==> config.mk <==
export PLATFORM = sky130hd
export DESIGN_NAME = msc_div
export DESIGN_NICKNAME = d
export VERILOG_FILES = /design/src/rtl/msc_pkg.sv /design/src/rtl/msc_div.sv
export SDC_FILE = /design/constraint.sdc
export NUM_CORES = 1
export LEC_CHECK = 0
export BUFFER_PORTS_ARGS = -buffer_cell sky130_fd_sc_hd__buf_4
export CORE_ASPECT_RATIO = 1.1
export CORE_MARGIN = 2
export CORE_UTILIZATION = 60
export CTS_BUF_LIST = sky130_fd_sc_hd__clkbuf_4 sky130_fd_sc_hd__clkbuf_8
export DETAILED_ROUTE_END_ITERATION = 16
export HOLD_SLACK_MARGIN = 0.05
export PLACE_DENSITY = 0.85
export RECOVER_POWER = 50
export SLEW_MARGIN = 20
export SYNTH_ARGS = -nofsm -noshare
export SYNTH_HDL_FRONTEND = slang
export SYNTH_SLANG_ARGS = --single-unit
==> constraint.sdc <==
create_clock -name aclk -period 5.3 [get_ports aclk]
set_clock_uncertainty 0.05 [all_clocks]
set_input_delay 1.06 -clock aclk [delete_from_list [all_inputs] [get_ports aclk]]
set_output_delay 1.06 -clock aclk [all_outputs]
set_load 0.03 [all_outputs]
==> src/rtl/msc_pkg.sv <==
package msc_pkg;

    localparam int MAX_WIDTH_DEF = 4096;
    localparam int FRAC_BITS_DEF = 16;
    localparam int MAX_HEIGHT    = 4096;
    localparam int ROW_W         = 12;
    localparam int PIX_W         = 16;
    localparam int COORD_W       = 28;
    localparam int CFG_IDX_W     = 8;
    localparam int CFG_DATA_W    = 16;
    localparam int DIM_W         = 13;

    localparam logic [CFG_IDX_W-1:0] REG_LEVEL   = 8'd0;
    localparam logic [CFG_IDX_W-1:0] REG_CONNECT = 8'd1;
    localparam logic [CFG_IDX_W-1:0] REG_WIDTH   = 8'd2;
    localparam logic [CFG_IDX_W-1:0] REG_HEIGHT  = 8'd3;

    localparam logic [1:0] EDGE_T = 2'd0;
    localparam logic [1:0] EDGE_B = 2'd1;
    localparam logic [1:0] EDGE_L = 2'd2;
    localparam logic [1:0] EDGE_R = 2'd3;

    // request to the edge divider
    typedef struct packed {
        logic        start;
        logic        zero;
        logic [16:0] num;
        logic [16:0] den;
    } div_req_t;

    function automatic logic [1:0] seg_count(input logic [3:0] code);
        logic [1:0] n;
        case (code)
            4'd0, 4'd15: n = 2'd0;
            4'd6, 4'd9:  n = 2'd2;
            default:     n = 2'd1;
        endcase
        return n;
    endfunction

    // {start0, end0, start1, end1}
    function automatic logic [7:0] seg_pairs(input logic [3:0] code, input logic high);
        logic [7:0] p;
        case (code)
            4'd1:    p = {EDGE_T, EDGE_L, EDGE_T, EDGE_T};
            4'd2:    p = {EDGE_R, EDGE_T, EDGE_T, EDGE_T};
            4'd3:    p = {EDGE_R, EDGE_L, EDGE_T, EDGE_T};
            4'd4:    p = {EDGE_L, EDGE_B, EDGE_T, EDGE_T};
            4'd5:    p = {EDGE_T, EDGE_B, EDGE_T, EDGE_T};
            4'd6:    p = high ? {EDGE_L, EDGE_T, EDGE_R, EDGE_B}
                          : {EDGE_R, EDGE_T, EDGE_L, EDGE_B};
            4'd7:    p = {EDGE_R, EDGE_B, EDGE_T, EDGE_T};
            4'd8:    p = {EDGE_B, EDGE_R, EDGE_T, EDGE_T};
            4'd9:    p = high ? {EDGE_T, EDGE_R, EDGE_B, EDGE_L}
                          : {EDGE_T, EDGE_L, EDGE_B, EDGE_R};
            4'd10:   p = {EDGE_B, EDGE_T, EDGE_T, EDGE_T};
            4'd11:   p = {EDGE_B, EDGE_L, EDGE_T, EDGE_T};
            4'd12:   p = {EDGE_L, EDGE_R, EDGE_T, EDGE_T};
            4'd13:   p = {EDGE_T, EDGE_R, EDGE_T, EDGE_T};
            4'd14:   p = {EDGE_L, EDGE_T, EDGE_T, EDGE_T};
            default: p = 8'd0;
        endcase
        return p;
    endfunction

endpackage

==> src/rtl/msc_div.sv <==
module msc_div #(
    parameter int FRAC_BITS = msc_pkg::FRAC_BITS_DEF
) (
    input  logic               aclk,
    input  logic               aresetn,
    input  msc_pkg::div_req_t  req,
    output logic               done,
    output logic [FRAC_BITS:0] quot
);

    localparam int STEPS = FRAC_BITS + 1;
    localparam int CNT_W = $clog2(STEPS + 1);

    logic [17:0]          rem_reg,  rem_next;
    logic [16:0]          den_reg;
    logic [FRAC_BITS:0]   q_reg,    q_next;
    logic [CNT_W-1:0]     cnt_reg,  cnt_next;
    logic                 zero_reg;
    logic                 done_reg, done_next;
    logic                 ge;
    logic [17:0]          diff;

    // restoring division, one quotient bit a cycle, msb first
    always_comb begin
        ge        = rem_reg >= {1'b0, den_reg};
        diff      = ge ? (rem_reg - {1'b0, den_reg}) : rem_reg;
        rem_next  = {diff[16:0], 1'b0};
        q_next    = {q_reg[FRAC_BITS-1:0], ge};
        cnt_next  = cnt_reg - CNT_W'(1);
        done_next = (cnt_reg == CNT_W'(1));
    end

    always_ff @(posedge aclk) begin
        if (!aresetn) begin
            cnt_reg  <= '0;
            done_reg <= 1'b0;
        end else if (req.start) begin
            cnt_reg  <= CNT_W'(STEPS);
            done_reg <= 1'b0;
        end else if (cnt_reg != '0) begin
            cnt_reg  <= cnt_next;
            done_reg <= done_next;
        end else begin
            done_reg <= 1'b0;
        end
    end

    always_ff @(posedge aclk) begin
        if (req.start) begin
            rem_reg  <= {1'b0, req.num};
            den_reg  <= req.den;
            q_reg    <= '0;
            zero_reg <= req.zero;
        end else if (cnt_reg != '0) begin
            rem_reg <= rem_next;
            q_reg   <= q_next;
        end
    end

    assign done = done_reg;
    assign quot = zero_reg ? '0 : q_reg;

endmodule

-- Word-level counts from Yosys, hierarchy flattened
Cells that the tools add are included.
- register bits: 59
- bits of input ports: 38
- output and inout port bits: 18
- logic and storage cells: 24
- add/subtract/negate cells: 2
- magnitude comparators: 1
- equality and inequality tests: 1
- muxes and demuxes: 6
- bitwise gates (word level): 2
- reductions and logical operators: 4
- operators with widths (kind ; number):
    $mux 17 ; 4
    $ge 18x17->1 ; 1
    $sub 17x17->17 ; 1
    $mux 5 ; 2
    $eq 5x1->1 const B ; 1
    $reduce_bool 5->1 ; 1
    $sub 5x1->5 const B ; 1
    $reduce_or 3->1 ; 1
    $not 1->1 ; 2
    $reduce_bool 2->1 ; 1
    $reduce_or 2->1 ; 1

-- Longest topological paths before layout
Gate-level depths: netlist (run 1).
- word-level depth: 4
- gate-level depth with buffers: 11
- gate-level depth less buffers: 10

-- Least setup slack after synthesis (run 1)
Ideal clock, no wire load.
- path type: flip-flop to flip-flop
- start: register rem_reg[0]
- end: register rem_reg[1] (data pin)
- library setup time: 0.277 ns
- arrival time: 2.133 ns
- required time: 4.973 ns
- path slack: 2.840 ns
- cell stages (with the launch flop): 12
- path buffers: 1
- period minus slack after synthesis: 2.460 ns
- cells stage by stage: edfxtp_1 inv_1 ha_1 inv_1 fa_1 a21oi_1 o211ai_2 a21oi_4 a31oi_4 buf_6 nor3_1 a311oi_2
- word-level cells in the longest chain between the ends: 4
- elaborated cells on any way between the ends: 5
- classes of those cells: add/sub: 1; order compare: 1; mux: 3
- RTL lines (what ; line ; RTL):
    from (decl) ; msc_div.sv:14 ; logic [17:0] rem_reg, rem_next;
    from (signal assigned) ; msc_div.sv:50 ; rem_reg <= {1'b0, req.num};
    from (signal assigned) ; msc_div.sv:55 ; rem_reg <= rem_next;
    $sub 17x17->17 or $ge 18x17->1 (tied branches) ; msc_div.sv:26, msc_div.sv:25 ;
    $mux 17 * ; msc_div.sv:26 ; diff = ge ? (rem_reg - {1'b0, den_reg}) : rem_reg;
    $mux 17 * ; msc_div.sv:54 ; end else if (cnt_reg != '0) begin
    $mux 17 * ; msc_div.sv:49 ; if (req.start) begin
Every way passes the cells marked *; elsewhere a longest branch is shown, timed or not. The select of a mux whose other input is x is not followed.
A chain may end at the register's enable or synchronous reset.

-- Worst setup path in the final report (run 1)
- start: input port req[35] (netlist name)
- end: register rem_reg[0], enable pin
- word-level cells in the longest chain between the ends: 1
- RTL lines (what ; line ; RTL):
    from (decl) ; msc_div.sv:6 ; input msc_pkg::div_req_t req,
    $reduce_bool 2->1 (no line) ; n/a ;
No other way between the ends.

==> out/metrics.csv, run 1 <==
metric,value,unit
grt_usage,23.7,%
via_count,2917,
drv_cap,0,
drive_above_1_share,21.8,%
synth_seq_cells,59,
core_area,5770,um^2
dpl.cell_count,493,
slew_viol_final,0,
vias_per_cell,5.73,
cts_tree,built,
synthFlopType,edfxtp_1,
grt_overflow_total,0,
gp_congestion,0.908,
grt_max_degree,62,
setup_tns,0,ns
netlist_area,3590,um^2
antenna_found_initial,0,
cts_buffers,9,
antenna_cells,0,
path_clk_slew,0.07,ns
cts.sinks,59,
syn_to_final_growth,16.4,%
ioPinCount,56,
syn_avg_cell_area,9.52,um^2
final_nets,486,
end_kind,flip-flop,
synth.area.mux_share,1.12,%
post_cts_buffers,0,
start_util,62.2,%
die_h,85.1,um
synth_top_family_by_area,compound AO/OA/AOI/OAI gates,
largest_register_ff_count,18,
cts_buffer_depth,2,
yosys-top-cells-count,"57 x nand2_1, 35 x edfxtp_1, 33 x a21oi_1",
rows,29,
cp.required,5.21,ns
synth_edf_count,35,
path_max_fanout,61,
hold_class,flip-flop to flip-flop,
grt_pass1_vias,2793,
yosysWarnings,0,
grt_pass1_wl,12500,um
instances_no_fill,509,
status,"finished, final reports clean",
max_stage_delay,0.75,ns
worst_pin_slew,1.02,ns
setup.worst_path.class,input pin to flip-flop,
die-area,6620,um^2
crit_slowest_cell,nand2_1,
setup_viol,0,
port_buffers,55,
die_w,77.8,um
p_per_area,513,nW/um^2
period_needed,2.99,ns
synth_top_area_cell,edfxtp_1,
ir_drop,0.274,mV
slew_headroom,32.0,%
ant_nets,0,
fin_crit_sh,56.4,%
netlist_instances,377,
h-tree-depth,3,
power.leakage,1.75,nW
fmax,335,MHz
cp.arrival,2.89,ns
clk_latency,0.34,ns
synth_cell_type_count,64,
hold_violations,0,
drc_errors,0,
synth.top_cells.by_area,"edfxtp_1 29%, dfxtp_1 13%, ha_1 7.0%",
holdBufCountCts,0,
synth.net_count,436,
crit_chain,buf_4 -> inv_1 -> nand2_1,
synthAdderAreaFrac,7.53,%
rsz0062_at_grt,no,
synth_most_common_cell,nand2_1,
yosysSeqAreaShare,42.7,%
start_kind,input pin,
cts.repair.resized,0,
synth-simple-area-share,19.7,%
dr.pass1.iters,4,
post_drt_wl_per_cell,14.7,um
drtIter0Drc,252,
synth_xor_area_share,3.17,%
async_flop_share,0,%
synth_compound_area_share,20.7,%
finalWirelength,7510,um
hpwl,5300,um
clock-root-buffer,clkbuf_8,
synth_top_area_share,29.3,%
worst max-delay path, delay by kind of cell:
kind | cells | cell delay [ns]
simple gates | 1 | 0.75
buf+inv | 2 | 1.04
power by group:
| group | switching, W | internal (W) |
|---|---|---|
| clock | 0.000180 | 0.000171 |
| sequential | 0.0000587 | 0.000603 |
| combinational | 0.000670 | 0.000461 |
placed cells by master, fill, tap and decap left out, types with 12 or more instances in the layout:
cell	Yosys	routed
nand2_1	57	57
buf_4	0	36
nor2b_1	17	17
edfxtp_1	35	35
nand3_1	12	12
nor2_1	18	18
clkbuf_4	0	19
a21oi_1	33	33
inv_1	28	28
dfxtp_1	24	24
ha_1	20	20
path summary, 6_finish.rpt:
kind / cells past startpoint / end / startpoint / slack, ns
hold / removal: 2 / q_reg[3] / q_reg[2] / 0.41
hold reg to reg: 2 / q_reg[3] / q_reg[2] / 0.41
setup reg to reg: 10 / rem_reg[2] / rem_reg[0] / 2.48
setup / recovery: 3 / rem_reg[0] / req[35] / 2.31
cells by family after synthesis:
logic type	Yosys count
AO/OA/AOI/OAI	96
XOR/XNOR	13
adder cells (fa/ha/maj)	21
buffers and inverters	44
flip-flops	59
multiplexers	4
AND/OR/NAND/NOR	140
per-stage QoR:
stage	cell area, um^2	setup slack (ns)	util (%)	hold WS, ns	total power (W)
4_1_cts	4180	2.32	72.5	0.407	0.00213
3_3_place_gp	4020	2.02	69.7	0.387	0.00174
3_5_place_dp	4020	1.98	69.7	0.397	0.00178
5_1_grt	4180	2.13	72.4	0.425	0.00227
2_1_floorplan	3590	2.84	-	0.377	0.00159
6_report	4180	2.31	72.4	0.411	0.00214
final cells by class:
cell class | count | area, um^2
clock buffer | 10 | 131
clock inverter | 6 | 32.5
fill | 424 | 1590
inverter | 28 | 105
multi-input combinational | 274 | 1870
sequential | 59 | 1530
tap | 77 | 96.3
timing repair buffer | 55 | 409
routing by layer:
| metal | global-route usage [%] | routed length [um] | vias to the layer above |
|---|---|---|---|
| met3 | 4.57 | 394 | 15 |
| met5 | 0 | 0 | - |
| met1 | 29.5 | 3270 | 1375 |
| li1 | - | - | 1451 |
| met4 | 9.42 | 111 | 0 |
| met2 | 40.6 | 3730 | 76 |
Power figures use the tool's default switching activity.
==> run 2, diff against run 1 <==
ABC_AREA = 1   (was default)
CORE_UTILIZATION = 59   (was 60)
PLACE_DENSITY = 0.83   (was 0.85)
clock period = 3 ns   (was 5.3 ns; I/O delays follow)
==> run 2 against run 1 <==
  * Register-to-register slack worse by 2.0 ns
  * Clock power up 87%
  * Largest cell class unchanged
  * Sequential power up 75%
  * Setup slack worse by 1.9 ns
==> out/metrics.csv, run 2 <==
metric,value,unit
min_from,req[2],
syn_avg_cell_area,7.79,um^2
cp.required,3.04,ns
start_kind,flip-flop,
end_kind,flip-flop,
rows,29,
synthFlopType,edfxtp_1,
final_common_cell,nand2_1,
synth_top_area_cell,edfxtp_1,
yosys-top-cells-count,"132 x nand2_1, 82 x inv_1, 35 x edfxtp_1",
h-tree-depth,3,
worst_pin_slew,1.22,ns
vias_per_cell,5.08,
drc_errors,0,
clock-root-buffer,clkbuf_8,
setup_tns,0,ns
grt_use_met2,42.6,%
grt_overflow_total,0,
setup_viol,0,
path_clk_slew,0.07,ns
power.leakage,2.12,nW
grt_pass1_wl,13200,um
setup.worst_path.class,flip-flop to flip-flop,
p_per_area,883,nW/um^2
drv_cap,0,
reg2reg_to,rem_reg[16],
slew_viol_final,0,
netlist_area,3630,um^2
hold_depth,1,
holdBufCountCts,0,
final_core_util,72.7,%
synth.top_cells.by_area,"edfxtp_1 29%, nand2_1 14%, dfxtp_1 13%",
final_nets,580,
start_util,62.2,%
syn_to_final_growth,17.0,%
yosysSeqAreaShare,42.2,%
synth_top_area_share,28.9,%
whs_endpoint,den_reg[2],
core_area,5840,um^2
die_w,78.8,um
synth_seq_cells,59,
synth_most_common_cell,nand2_1,
grt_usage,24.3,%
synth_cell_type_count,33,
grt_max_degree,39,
gp_congestion,0.897,
r2r_slack,0.45,ns
finalWirelength,7710,um
antenna_cells,0,
slew_headroom,18.5,%
cts_buffers,9,
r2r_start,rem_reg[8],
status,"finished, final reports clean",
grtUsageMet1,29.3,%
hpwl,5510,um
cts.repair.resized,0,
cts.sinks,59,
cp.arrival,2.59,ns
r2r_cells,10,
post_drt_wl_per_cell,12.8,um
use_met3,6.77,%
netlist_instances,466,
synth_edf_count,35,
via_count,3062,
dr.pass1.iters,4,
cts_tree,built,
fin_crit_sh,84.9,%
die_h,86.3,um
port_buffers,55,
largest_register_ff_count,18,
rsz0062_at_grt,no,
drtIter0Drc,163,
final_cell_mix,"132 x nand2_1, 83 x inv_1, 35 x edfxtp_1, 35 x buf_4, 34 x nor2_1",
drive_above_1_share,19.8,%
yosysWarnings,0,
fmax,393,MHz
antenna_found_initial,0,
async_flop_share,0,%
post_cts_buffers,0,
hold_violations,0,
dpl.cell_count,587,
instances_no_fill,603,
cts_buffer_depth,2,
top_usage_layer,met2,
path_max_fanout,22,
period_needed,2.55,ns
ioPinCount,56,
grt_pass1_vias,3060,
ir_drop,0.656,mV
fill_cells,477,
synth.net_count,525,
die-area,6800,um^2
p_total,0.00375,W
hold_class,input pin to flip-flop,
ant_nets,0,
clk_latency,0.34,ns
[run 2: where the power goes]
group	switching (W)	internal (W)
Combinational	0.00123	0.000712
Sequential	0.0000969	0.00106
Clock	0.000316	0.000340
[run 2: worst max path at each step]
| stage | startpoint | end | slack [ns] | cells after the start |
|---|---|---|---|---|
| 2_1_floorplan | rem_reg[0] | rem_reg[4] | 1.01 | 11 |
| 3_3_place_gp | rem_reg[5] | rem_reg[12] | 0.56 | 10 |
| 3_5_place_dp | rem_reg[8] | rem_reg[16] | 0.51 | 10 |
| 4_1_cts | rem_reg[8] | rem_reg[16] | 0.46 | 10 |
| 5_1_grt | rem_reg[8] | rem_reg[4] | 0.28 | 10 |
| 6_report | rem_reg[8] | rem_reg[16] | 0.45 | 10 |
[run 2: cells by family after synthesis]
family	Yosys count	share of synthesized area, %
AND/OR/NAND/NOR	234	29.9
flip-flops	59	42.2
adder cells (fa/ha/maj)	21	7.44
XOR/XNOR	9	2.17
buffers and inverters	98	10.7
AO/OA/AOI/OAI	45	7.65
[run 2: layout make-up]
| type | count | area, um^2 | area share [%] |
|---|---|---|---|
| Multi-Input combinational cell | 309 | 1710 | 40.3 |
| Sequential cell | 59 | 1530 | 36.0 |
| Timing Repair Buffer | 56 | 409 | 9.63 |
| Inverter | 86 | 323 | 7.60 |
| Clock buffer | 12 | 153 | 3.59 |
| Tap cell | 77 | 96.3 | 2.27 |
| Clock inverter | 4 | 25.0 | 0.589 |
[run 2: routing by layer]
metal,routed length (um),up-vias,share of wire (%)
li1,-,1597,-
met1,3330,1364,43
met2,3870,95,50
met3,427,6,5.5
met4,76,0,0.99
met5,0,-,0
[run 2: critical path, cell delays in order, from the launching register on]
cell      delay [ns]
edfxtp_1        0.42
ha_1            0.38
nand2_1         0.13
nor2_2          0.16
nand3_1         0.11
nand3_2         0.12
nand3_2         0.28
nand2_4         0.39
nand3_2         0.10
nand3_1         0.08
nand2_1         0.07
[run 2: stage by stage]
step | setup slack, ns | instance area [um^2] | hold WS, ns
floorplan | 1.01 | 3630 | 0.400
global placement | 0.559 | 4080 | 0.415
detailed placement | 0.507 | 4080 | 0.432
CTS | 0.461 | 4260 | 0.375
global route | 0.276 | 4250 | 0.389
finish | 0.452 | 4250 | 0.405
